<file path="src/rtl/core/tbcc_pkg.sv">
// Touch button click classifier: shared types, register indexes and reset values.
// No dependencies; imported by every module of the block.
package tbcc_pkg;

	localparam int DBC_W        = 4;
	localparam int THR_W        = 16;
	localparam int KIND_W       = 3;
	localparam int CFG_ADDR_W   = 3;
	localparam int OUT_PADS     = 4;
	localparam int IN_TDATA_W   = 8;
	localparam int OUT_TDATA_W  = 16;

	localparam int DEF_NUM_PADS   = 4;
	localparam int DEF_HOLD_WIDTH = 16;

	typedef enum logic [CFG_ADDR_W-1:0] {
		REG_DEBOUNCE_LIMIT = 3'd0,
		REG_VSHORT_TICKS   = 3'd1,
		REG_SHORT_TICKS    = 3'd2,
		REG_LONG_TICKS     = 3'd3,
		REG_VLONG_TICKS    = 3'd4
	} cfg_reg_t;

	typedef enum logic [KIND_W-1:0] {
		KIND_NONE   = 3'd0,
		KIND_VSHORT = 3'd1,
		KIND_SHORT  = 3'd2,
		KIND_LONG   = 3'd3,
		KIND_VLONG  = 3'd4
	} click_kind_t;

	typedef struct packed {
		logic [DBC_W-1:0] debounce_limit;
		logic [THR_W-1:0] vshort_ticks;
		logic [THR_W-1:0] short_ticks;
		logic [THR_W-1:0] long_ticks;
		logic [THR_W-1:0] vlong_ticks;
	} cfg_t;

	localparam cfg_t CFG_RESET = '{
		debounce_limit: 4'd10,
		vshort_ticks:   16'd5,
		short_ticks:    16'd20,
		long_ticks:     16'd100,
		vlong_ticks:    16'd300
	};

endpackage

</file>
<file path="src/rtl/core/tbcc_pad.sv">
// Per-pad debounce, hold counter and click classification state.
// Depends on tbcc_pkg; instantiated once per pad by the top level.
module tbcc_pad #(
	parameter int HOLD_WIDTH = tbcc_pkg::DEF_HOLD_WIDTH
) (
	input  logic                          clk,
	input  logic                          arst_n,
	input  logic                          step,
	input  logic                          active,
	input  logic                          hold_off,
	input  tbcc_pkg::cfg_t                cfg,
	output logic                          seen_nxt,
	output logic [tbcc_pkg::KIND_W-1:0]   kind_nxt
);
	import tbcc_pkg::*;

	localparam int CMP_W = (HOLD_WIDTH > THR_W) ? HOLD_WIDTH : THR_W;

	logic [DBC_W-1:0]      dbc_q, dbc_nxt;
	logic                  en_q, en_nxt;
	logic [HOLD_WIDTH-1:0] hold_q, hold_nxt;
	logic                  seen_q;
	logic [KIND_W-1:0]     kind_q;
	logic [DBC_W:0]        dbc_inc;
	logic [CMP_W-1:0]      hold_x;
	click_kind_t           match;

	assign dbc_inc = {1'b0, dbc_q} + {{DBC_W{1'b0}}, 1'b1};
	assign hold_x  = CMP_W'(hold_q);

	always_comb begin
		if (hold_x == CMP_W'(cfg.vlong_ticks))
			match = KIND_VLONG;
		else if (hold_x == CMP_W'(cfg.long_ticks))
			match = KIND_LONG;
		else if (hold_x == CMP_W'(cfg.short_ticks))
			match = KIND_SHORT;
		else if (hold_x == CMP_W'(cfg.vshort_ticks))
			match = KIND_VSHORT;
		else
			match = KIND_NONE;
	end

	always_comb begin
		en_nxt  = en_q;
		dbc_nxt = dbc_q;
		if (active) begin
			if (dbc_inc > {1'b0, cfg.debounce_limit}) begin
				en_nxt  = 1'b1;
				dbc_nxt = DBC_W'(1);
			end else begin
				dbc_nxt = dbc_inc[DBC_W-1:0];
			end
		end else begin
			en_nxt  = 1'b0;
			dbc_nxt = '0;
		end

		seen_nxt = seen_q;
		kind_nxt = kind_q;
		hold_nxt = hold_q;
		if (!hold_off) begin
			if (en_nxt) begin
				if (match != KIND_NONE) begin
					seen_nxt = 1'b1;
					kind_nxt = match;
				end
				if (hold_x < CMP_W'(cfg.vlong_ticks) && hold_q != '1)
					hold_nxt = hold_q + HOLD_WIDTH'(1);
			end else begin
				seen_nxt = 1'b0;
				hold_nxt = '0;
			end
		end
	end

	always_ff @(posedge clk or negedge arst_n) begin
		if (!arst_n) begin
			dbc_q  <= '0;
			en_q   <= 1'b0;
			hold_q <= '0;
			seen_q <= 1'b0;
			kind_q <= KIND_NONE;
		end else if (step) begin
			dbc_q  <= dbc_nxt;
			en_q   <= en_nxt;
			hold_q <= hold_nxt;
			seen_q <= seen_nxt;
			kind_q <= kind_nxt;
		end
	end

endmodule

</file>
<file path="src/rtl/core/touch_button_click_classifier.sv">
// Channel   | Group                          | Payload
// ----------+--------------------------------+--------------------------------------
// tick in   | s_tvalid / s_tready / s_tdata  | [3:0] pads_active, [4] hold_off
// result    | m_tvalid / m_tready / m_tdata  | flags, plus, minus, heart, mode types
// config    | cfg_wr_en / cfg_addr / cfg_wdata | write-only, index 0..4
//
// One tick per cycle unless the result stalls; path: input register, then result register.
// The per-pad state updates in the same cycle the input stage moves into the result register.
// A stalled result holds; the input stage still takes one more tick behind it.
// Asynchronous active-low reset clears all pad state and loads default thresholds.
module touch_button_click_classifier #(
	parameter int NUM_PADS   = tbcc_pkg::DEF_NUM_PADS,
	parameter int HOLD_WIDTH = tbcc_pkg::DEF_HOLD_WIDTH
) (
	input  logic                                clk,
	input  logic                                arst_n,
	input  logic                                s_tvalid,
	output logic                                s_tready,
	input  logic [tbcc_pkg::IN_TDATA_W-1:0]     s_tdata,   // [3:0] pads_active, [4] hold_off
	output logic                                m_tvalid,
	input  logic                                m_tready,
	output logic [tbcc_pkg::OUT_TDATA_W-1:0]    m_tdata,   // [3:0] click_flags, [6:4] plus_type,
	                                                       // [9:7] minus_type, [12:10] heart_type,
	                                                       // [15:13] mode_type
	input  logic                                cfg_wr_en,
	input  logic [tbcc_pkg::CFG_ADDR_W-1:0]     cfg_addr,
	input  logic [tbcc_pkg::THR_W-1:0]          cfg_wdata
);
	import tbcc_pkg::*;

	cfg_t                   cfg_q;
	logic                   valid_s1;
	logic [OUT_PADS-1:0]    pads_s1;
	logic                   hold_off_s1;
	logic                   advance;
	logic [NUM_PADS-1:0]    seen_nxt;
	logic [KIND_W-1:0]      kind_nxt [NUM_PADS];
	logic [OUT_TDATA_W-1:0] result;
	logic                   m_tvalid_q;
	logic [OUT_TDATA_W-1:0] m_tdata_q;

	always_ff @(posedge clk or negedge arst_n) begin
		if (!arst_n) begin
			cfg_q <= CFG_RESET;
		end else if (cfg_wr_en) begin
			unique case (cfg_addr)
				REG_DEBOUNCE_LIMIT: cfg_q.debounce_limit <= cfg_wdata[DBC_W-1:0];
				REG_VSHORT_TICKS:   cfg_q.vshort_ticks   <= cfg_wdata;
				REG_SHORT_TICKS:    cfg_q.short_ticks    <= cfg_wdata;
				REG_LONG_TICKS:     cfg_q.long_ticks     <= cfg_wdata;
				REG_VLONG_TICKS:    cfg_q.vlong_ticks    <= cfg_wdata;
				default: ;
			endcase
		end
	end

	assign advance  = valid_s1 && (!m_tvalid_q || m_tready);
	assign s_tready = !valid_s1 || advance;

	always_ff @(posedge clk or negedge arst_n) begin
		if (!arst_n) begin
			valid_s1 <= 1'b0;
		end else if (s_tready) begin
			valid_s1 <= s_tvalid;
		end
	end

	always_ff @(posedge clk) begin
		if (s_tready && s_tvalid) begin
			pads_s1     <= s_tdata[OUT_PADS-1:0];
			hold_off_s1 <= s_tdata[OUT_PADS];
		end
	end

	for (genvar p = 0; p < NUM_PADS; p++) begin : g_pad
		logic active;
		if (p < OUT_PADS) begin : g_in
			assign active = pads_s1[p];
		end else begin : g_idle
			assign active = 1'b0;
		end
		tbcc_pad #(
			.HOLD_WIDTH(HOLD_WIDTH)
		) u_pad (
			.clk      (clk),
			.arst_n   (arst_n),
			.step     (advance),
			.active   (active),
			.hold_off (hold_off_s1),
			.cfg      (cfg_q),
			.seen_nxt (seen_nxt[p]),
			.kind_nxt (kind_nxt[p])
		);
	end

	always_comb begin
		result = '0;
		for (int i = 0; i < OUT_PADS; i++) begin
			if (i < NUM_PADS) begin
				result[i] = seen_nxt[i];
				result[OUT_PADS + KIND_W*i +: KIND_W] = kind_nxt[i];
			end
		end
	end

	always_ff @(posedge clk or negedge arst_n) begin
		if (!arst_n) begin
			m_tvalid_q <= 1'b0;
		end else if (advance) begin
			m_tvalid_q <= 1'b1;
		end else if (m_tready) begin
			m_tvalid_q <= 1'b0;
		end
	end

	always_ff @(posedge clk) begin
		if (advance)
			m_tdata_q <= result;
	end

	assign m_tvalid = m_tvalid_q;
	assign m_tdata  = m_tdata_q;

endmodule

</file>
<file path="config.mk">
export PLATFORM = sky130hd
export DESIGN_NAME = touch_button_click_classifier
export DESIGN_NICKNAME = d
export VERILOG_FILES = /design/src/rtl/core/tbcc_pkg.sv /design/src/rtl/core/tbcc_pad.sv /design/src/rtl/core/touch_button_click_classifier.sv
export SDC_FILE = /design/constraint.sdc
export NUM_CORES = 1
export LEC_CHECK = 0
export BUFFER_PORTS_ARGS = -buffer_cell sky130_fd_sc_hd__buf_2
export CAP_MARGIN = 30
export CORE_ASPECT_RATIO = 2
export CORE_MARGIN = 4
export CORE_UTILIZATION = 25
export DETAILED_ROUTE_END_ITERATION = 10
export PLACE_DENSITY = 0.51
export SETUP_SLACK_MARGIN = 0.05
export SYNTH_ARGS = -nofsm -noshare
export SYNTH_HDL_FRONTEND = slang
export SYNTH_HIERARCHICAL = 1
export SYNTH_SLANG_ARGS = --single-unit
</file>
<file path="constraint.sdc">
create_clock -name clk -period 2.62 [get_ports clk]
set_clock_uncertainty 0.05 [all_clocks]
set_input_delay 0 -clock clk [delete_from_list [all_inputs] [get_ports clk]]
set_output_delay 0 -clock clk [all_outputs]
set_load 0.02 [all_outputs]
</file>
Word level (Yosys, flattened, before mapping)
Cells that the tools add are included.
W data, S select, Z words.
{"block": "classes", "n_addsub": 8, "order_cmp": 8, "n_eq_ne": 28, "n_mux": 66, "n_bitwise": 1, "n_reduce_logical": 25}
{"op": "$eq A16 B16 Y1", "count": 16}
{"op": "$mux W16", "count": 8}
{"op": "$mux W3", "count": 24}
{"op": "$add A16 B1 Y16 const B", "count": 4}
{"op": "$lt A16 B16 Y1", "count": 4}
{"op": "$ne A16 B16 Y1 const B", "count": 4}
{"op": "$mux W4", "count": 8}
{"op": "$mux W1", "count": 26}
{"op": "$add A4 B1 Y5 const B", "count": 4}
{"op": "$gt A5 B4 Y1", "count": 4}
{"op": "$reduce_and A3 Y1", "count": 4}
{"op": "$reduce_bool A3 Y1", "count": 4}
{"op": "$reduce_and A2 Y1", "count": 5}
{"op": "$ne A2 B2 Y1 const B", "count": 4}
{"op": "$eq A3 B2 Y1 const B", "count": 2}
{"op": "$logic_and A1 B1 Y1", "count": 6}
{"op": "$eq A3 B1 Y1 const B", "count": 1}
{"op": "$eq A3 B3 Y1 const B", "count": 1}
{"op": "$logic_not A3 Y1", "count": 1}
{"op": "$logic_not A1 Y1", "count": 2}
{"op": "$logic_or A1 B1 Y1", "count": 2}
{"op": "$reduce_bool A2 Y1", "count": 1}
{"op": "$not A1 Y1", "count": 1}
{"block": "totals", "regBits": 191, "input_bits": 32, "output_inout_bits": 18, "wordCells": 166}

Depth between registers and ports, before layout
{"block": "logic_depth", "ltp_word": 9, "mapped_depth": 10, "ltp_nobuf": 9}

Modules after synthesis
Netlist, hierarchy kept.
{"mod": "tbcc_pad at g_pad[0].u_pad ...", "n_inst": 3, "cells_per_inst": 302, "area_each_um2": 2633.8, "seq_area_each_um2": 625.6}
{"mod": "touch_button_click_classifier", "n_inst": 1, "cells_per_inst": 177, "area_each_um2": 3362.0, "seq_area_each_um2": 2398.6}
{"mod": "tbcc_pad at g_pad[1].u_pad", "n_inst": 1, "cells_per_inst": 307, "area_each_um2": 2567.5, "seq_area_each_um2": 625.6}

Worst setup path before layout
No wires, ideal clock.
{"block": "synth_path", "path_type": "register -> register", "from": "register m_tvalid_q, in the netlist m_tvalid", "to": "register g_pad[1].u_pad.hold_q[2]", "setup_time_ns": 0.066, "t_arrival_ns": 2.767, "required_ns": 2.504, "path_slack_ns": -0.263, "stages_incl_launch_ff": 8, "n_path_buf": 0, "synth_period_minus_slack_ns": 2.883, "cell_sequence": "dfrtp_1 nand2b_1 and2_1 nand2_1 a2111oi_4 nand3_1 or4_1 nand2_1"}
{"block": "synth_via", "elab_chain_cells": 4}
{"item": "from (decl)", "line_no": "touch_button_click_classifier.sv:39", "source": "logic m_tvalid_q;"}
{"item": "from (signal assigned)", "line_no": "touch_button_click_classifier.sv:108", "source": "m_tvalid_q <= 1'b0;"}
{"item": "from (signal assigned)", "line_no": "touch_button_click_classifier.sv:110", "source": "m_tvalid_q <= 1'b1;"}
{"item": "from (signal assigned)", "line_no": "touch_button_click_classifier.sv:112", "source": "m_tvalid_q <= 1'b0;"}
{"item": "$logic_not A1 Y1", "line_no": "touch_button_click_classifier.sv:57", "source": "assign advance = valid_s1 && (!m_tvalid_q || m_tready);"}
{"item": "$logic_or A1 B1 Y1", "line_no": "touch_button_click_classifier.sv:57"}
{"item": "$logic_and A1 B1 Y1", "line_no": "touch_button_click_classifier.sv:57"}
{"item": "named net advance", "line_no": "touch_button_click_classifier.sv:35", "source": "logic advance;"}
{"item": "$reduce_and A3 Y1 (no source line)"}
{"item": "to (signal assigned)", "line_no": "tbcc_pad.sv:87", "source": "hold_q <= hold_nxt;"}
{"item": "to (decl)", "line_no": "tbcc_pad.sv:21", "source": "logic [HOLD_WIDTH-1:0] hold_q, hold_nxt;"}
The timed path passes the listed nets, and every way through them passes these cells.
A chain may end at the register's enable or synchronous reset.

==> results.yml <==
routing:
  drc: 0
  wl_per_cell_um: 21.6
  antenna_left: 0
  dr.first_iter.drc_count: 716
  drt-pass1-iter-count: 5
  via_count: 11800
  routed_via_density: 4.97
  post_route_wl_mm: 51.4
worst_setup_path:
  end_kind: "flip-flop"
  timing.critical_path.cells: "buf_6 -> inv_4 -> ha_4 -> nand4_1 -> nor4_4 -> and3_1 -> nand4bb_4 -> a21boi_1 -> or2_1"
  critical_path_peak_fanout: 4
  cpLargestDelayFamily: "simple AND/OR/NAND/NOR gates"
  critPathMaxStageDelay_ns: 0.55
  buf_inv_on_cp: 2
  arrival_time_of_the_worst_setup_path_ns: 2.82
  critical-path-slowest-cell: "sky130_fd_sc_hd__dfstp_2"
  worst-setup-path-type: "flip-flop to flip-flop"
  crit_path_launch_type: "flip-flop"
  required_ns: 2.79
floorplan:
  core_region_area_sq_mm: 0.0547
  placement_rows: 121
  die_area_sq_mm: 0.0594
  initial_utilization_pct: 25.3
  die_w_um: 174
  io_pins: 50
  die_y_um: 341
logic_synthesis:
  yosys.area_share.xor_xnor_pct: 14.2
  synth-adder-area-share_pct: 7.96
  syn-instance-count: 1390
  synth_top_area_share_pct: 28.4
  synth.distinct_cells: 72
  synth-warning-count: 6
  synth_simple_gate_area_share_pct: 18.9
  ys_async_sr_fraction_pct: 89.0
  synth-seq-area-share_pct: 35.4
  synth_mux_area_share_pct: 6.13
  edff_count_synth: 21
  synth.area.top_cells: "sky130_fd_sc_hd__dfrtp_1 (28%), sky130_fd_sc_hd__ha_1 (8.0%), sky130_fd_sc_hd__xnor2_1 (7.6%), sky130_fd_sc_hd__xor2_1 (6.6%), sky130_fd_sc_hd__edfxtp_1 (4.6%)"
  synthDominantAreaCellType: "sky130_fd_sc_hd__dfrtp_1"
  synthesis.area_sq_mm: 0.0138
  synthesized_area_fraction_occupied_by_ao_oa_aoi_and_oai_cells_pct: 10.3
  ys_seq_elements: 191
  ys_dominant_reg_cell: "sky130_fd_sc_hd__dfrtp_1"
  mean_area_per_synthesized_cell_sq_um: 9.95
  synth_top_family_by_area: "simple AND/OR/NAND/NOR gates"
  syn_nets: 1510
global_route:
  grt_antenna_before_repair: 0
  grt_first_pass_wirelength_mm: 74.8
  grt_pass1_vias: 12200
  grt.overflow.total: 0
  grt_overall_usage_pct: 16.8
  maximum_number_of_pins_on_one_net_before_global_route_repair: 57
place:
  post_dp_cell_area_sq_mm: 0.0159
  place_inst: 2284
  port_buffers: 46
  dpl.hpwl_mm: 39.6
  gpl.final_weighted_congestion: 0.961
sta:
  post-route-min-period_ns: 2.64
  final_max_slew_viols: 0
  holdWs_ns: -0.00549
  max_slew_margin_pct: 55.1
  fmax_mhz: 378
  rsz0062_at_grt: "true"
  worst_pin_slew_ns: 0.671
  report.final.hold_viol_count: 1
  timing.final.ws_setup_ns: -0.0237
  setup-violations-final: 1
  final.period_utilization_pct: 101
power:
  cellLeakagePower_nw: 7.86
  ir_drop_mv: 0.532
  total_power_consumption_of_the_routed_design_mw: 12.0
  power_per_cell_area_mw_per_mm2: 664
clock_network:
  cts.clk_slew.worst_paths_ns: 0.08
  h-tree-depth: 4
  clkSinkCount: 191
  clock_tree.buffer_depth: 2
  cts.root.buffer_cell: "sky130_fd_sc_hd__clkbuf_16"
  worstSkewPairLatency_ns: 0.47
  tritoncts: "built"
  numCtsBuffers: 17
layout:
  area_growth_syn_to_layout_pct: 30.8
  final_cell_count_no_fill: 2379
  nets: 1748
  insertedDiodeCount: 0
  final_core_utilization_pct: 33.1
  seq_area_sq_mm: 0.00491
  final_layout_size_suffix_gt1_share_pct: 33.5
  layout.cell_area.non_filler_sq_mm: 0.0181
  n_fill_cell: 5541
  multi_input_area_sq_mm: 0.00887
hold_path:
  hold_path.class: "primary input to async pin"
flow_run:
  drv_cap: 0
run_status:
  violations_in_the_final_reports: "hold timing, setup timing"
  run_status: "complete, but fails checks"
[cell usage after synthesis, types with 21 or more instances]
master	instances
sky130_fd_sc_hd__nor2_1	45
sky130_fd_sc_hd__o211ai_1	21
sky130_fd_sc_hd__nand2_1	87
sky130_fd_sc_hd__nand3_1	46
sky130_fd_sc_hd__or4_1	21
sky130_fd_sc_hd__xnor2_1	120
sky130_fd_sc_hd__dfrtp_1	157
sky130_fd_sc_hd__nand4_1	57
sky130_fd_sc_hd__edfxtp_1	21
sky130_fd_sc_hd__mux2_2	42
sky130_fd_sc_hd__nor4_1	28
sky130_fd_sc_hd__a21oi_1	67
sky130_fd_sc_hd__o21ai_0	25
sky130_fd_sc_hd__ha_1	88
sky130_fd_sc_hd__xor2_1	104
sky130_fd_sc_hd__buf_6	24
sky130_fd_sc_hd__inv_1	107
sky130_fd_sc_hd__buf_2	27
[cells by family (layout without fill, tap and decap cells)]
family                     Yosys count  after routing
and+or+nand+nor                    418            419
AOI/OAI and AO/OA                  206            206
DFF                                191            191
adders and majority gates           88             88
xor gates and xnor gates           224            224
muxes                               72             72
buffers and inverters              191            441
[routing by layer]
layer	up-vias	share of wire, %	track usage (%)
met5	-	0	0
met4	0	9.2	14.0
met3	153	3.2	1.80
met2	341	54	31.9
met1	5906	33	15.7
li1	5424	-	-
[through the flow]
stage          hold slack, ns  TNS (ns)  setup slack (ns)
6_report             -0.00549   -0.0237           -0.0237
5_1_grt                0.0456    -0.336           -0.0486
4_1_cts                0.0179         0            0.0416
3_5_place_dp          -0.0455     -5.60            -0.281
3_3_place_gp          -0.0494     -4.10            -0.218
2_1_floorplan          -0.346         0            0.0708
[cells in the final DEF (no fill, tap or decap), drive strengths merged, types with 12 or more instances in the layout]
master and count:
inv 110, ha 88, nand2 87, buf 274, dfrtp 157, and4 24, nor4 32, or3 12
dfstp 13, a21oi 71, xnor2 120, o21ai 36, o2bb2ai 13, o31ai 19, nand4 59, or4 24
nand3 57, o211ai 21, a41o 12, dlygate4sd3 28, edfxtp 21, xor2 104, clkbuf 23, nor2 48
nor2b 13, mux2 72
[path summary, 6_finish.rpt]
path | from | endpoint | slack (ns) | depth (start not counted)
max reg2reg | cfg_q[5]$_DFFE_PN1P_ | m_tdata[7]$_DFFE_PP_ | -0.02 | 9
max | cfg_q[5]$_DFFE_PN1P_ | m_tdata[7]$_DFFE_PP_ | -0.02 | 9
max in group asynchronous | arst_n | cfg_q[8]$_DFFE_PN1P_ | 1.63 | 3
min | arst_n | g_pad[1].u_pad/hold_q[6]$_DFFE_PN0P_ | -0.005 | 2
min in group clk | cfg_wr_en | cfg_q[67]$_DFFE_PN1P_ | 0.06 | 3
min reg2reg | g_pad[3].u_pad/seen_q$_DFFE_PN0P_ | g_pad[3].u_pad/seen_q$_DFFE_PN0P_ | 0.44 | 2
[what timing repair did]
action	CTS	global route
cloned	0	1
hold endpoints to repair	216	0
resized for setup	67	105
endpoints found under the setup margin	66	68
buffers inserted	21	15
hold buffers	28	0
pin swaps	42	60
[worst reg2reg max path, cell delays in order, from the launching register on]
cell,delay [ns]
sky130_fd_sc_hd__dfstp_2,0.55
sky130_fd_sc_hd__buf_6,0.10
sky130_fd_sc_hd__inv_4,0.03
sky130_fd_sc_hd__ha_4,0.25
sky130_fd_sc_hd__nand4_1,0.24
sky130_fd_sc_hd__nor4_4,0.44
sky130_fd_sc_hd__and3_1,0.25
sky130_fd_sc_hd__nand4bb_4,0.17
sky130_fd_sc_hd__a21boi_1,0.10
sky130_fd_sc_hd__or2_1,0.23
[registers in the layout, summed over array words and instances, names as in the netlist]
name / cells
g_pad.u_pad/kind_q: 12
valid_s1: 1
pads_s1: 4
m_tvalid: 1
g_pad.u_pad/en_q: 4
g_pad.u_pad/hold_q: 64
cfg_q: 68
g_pad.u_pad/dbc_q: 16
m_tdata: 16
g_pad.u_pad/seen_q: 4
hold_off_s1: 1
[final cells by class]
| cell class | count | share of cell area, % |
|---|---|---|
| clock buffers | 23 | 2.88 |
| clock inverters | 9 | 0.768 |
| inverters | 107 | 2.25 |
| multi-input cells | 1009 | 49.1 |
| flip-flops and latches | 191 | 27.2 |
| well taps | 738 | 5.11 |
| repair buffers | 302 | 12.8 |
[power by group]
| part | total [mW] | switching [mW] | internal, mW | leakage (nW) |
|---|---|---|---|---|
| registers | 4.25 | 0.787 | 3.47 | 2.36 |
| clock network | 3.00 | 1.30 | 1.71 | 0.325 |
| logic | 4.74 | 2.41 | 2.33 | 5.17 |
No activity file was read; power rests on OpenSTA's default activity.
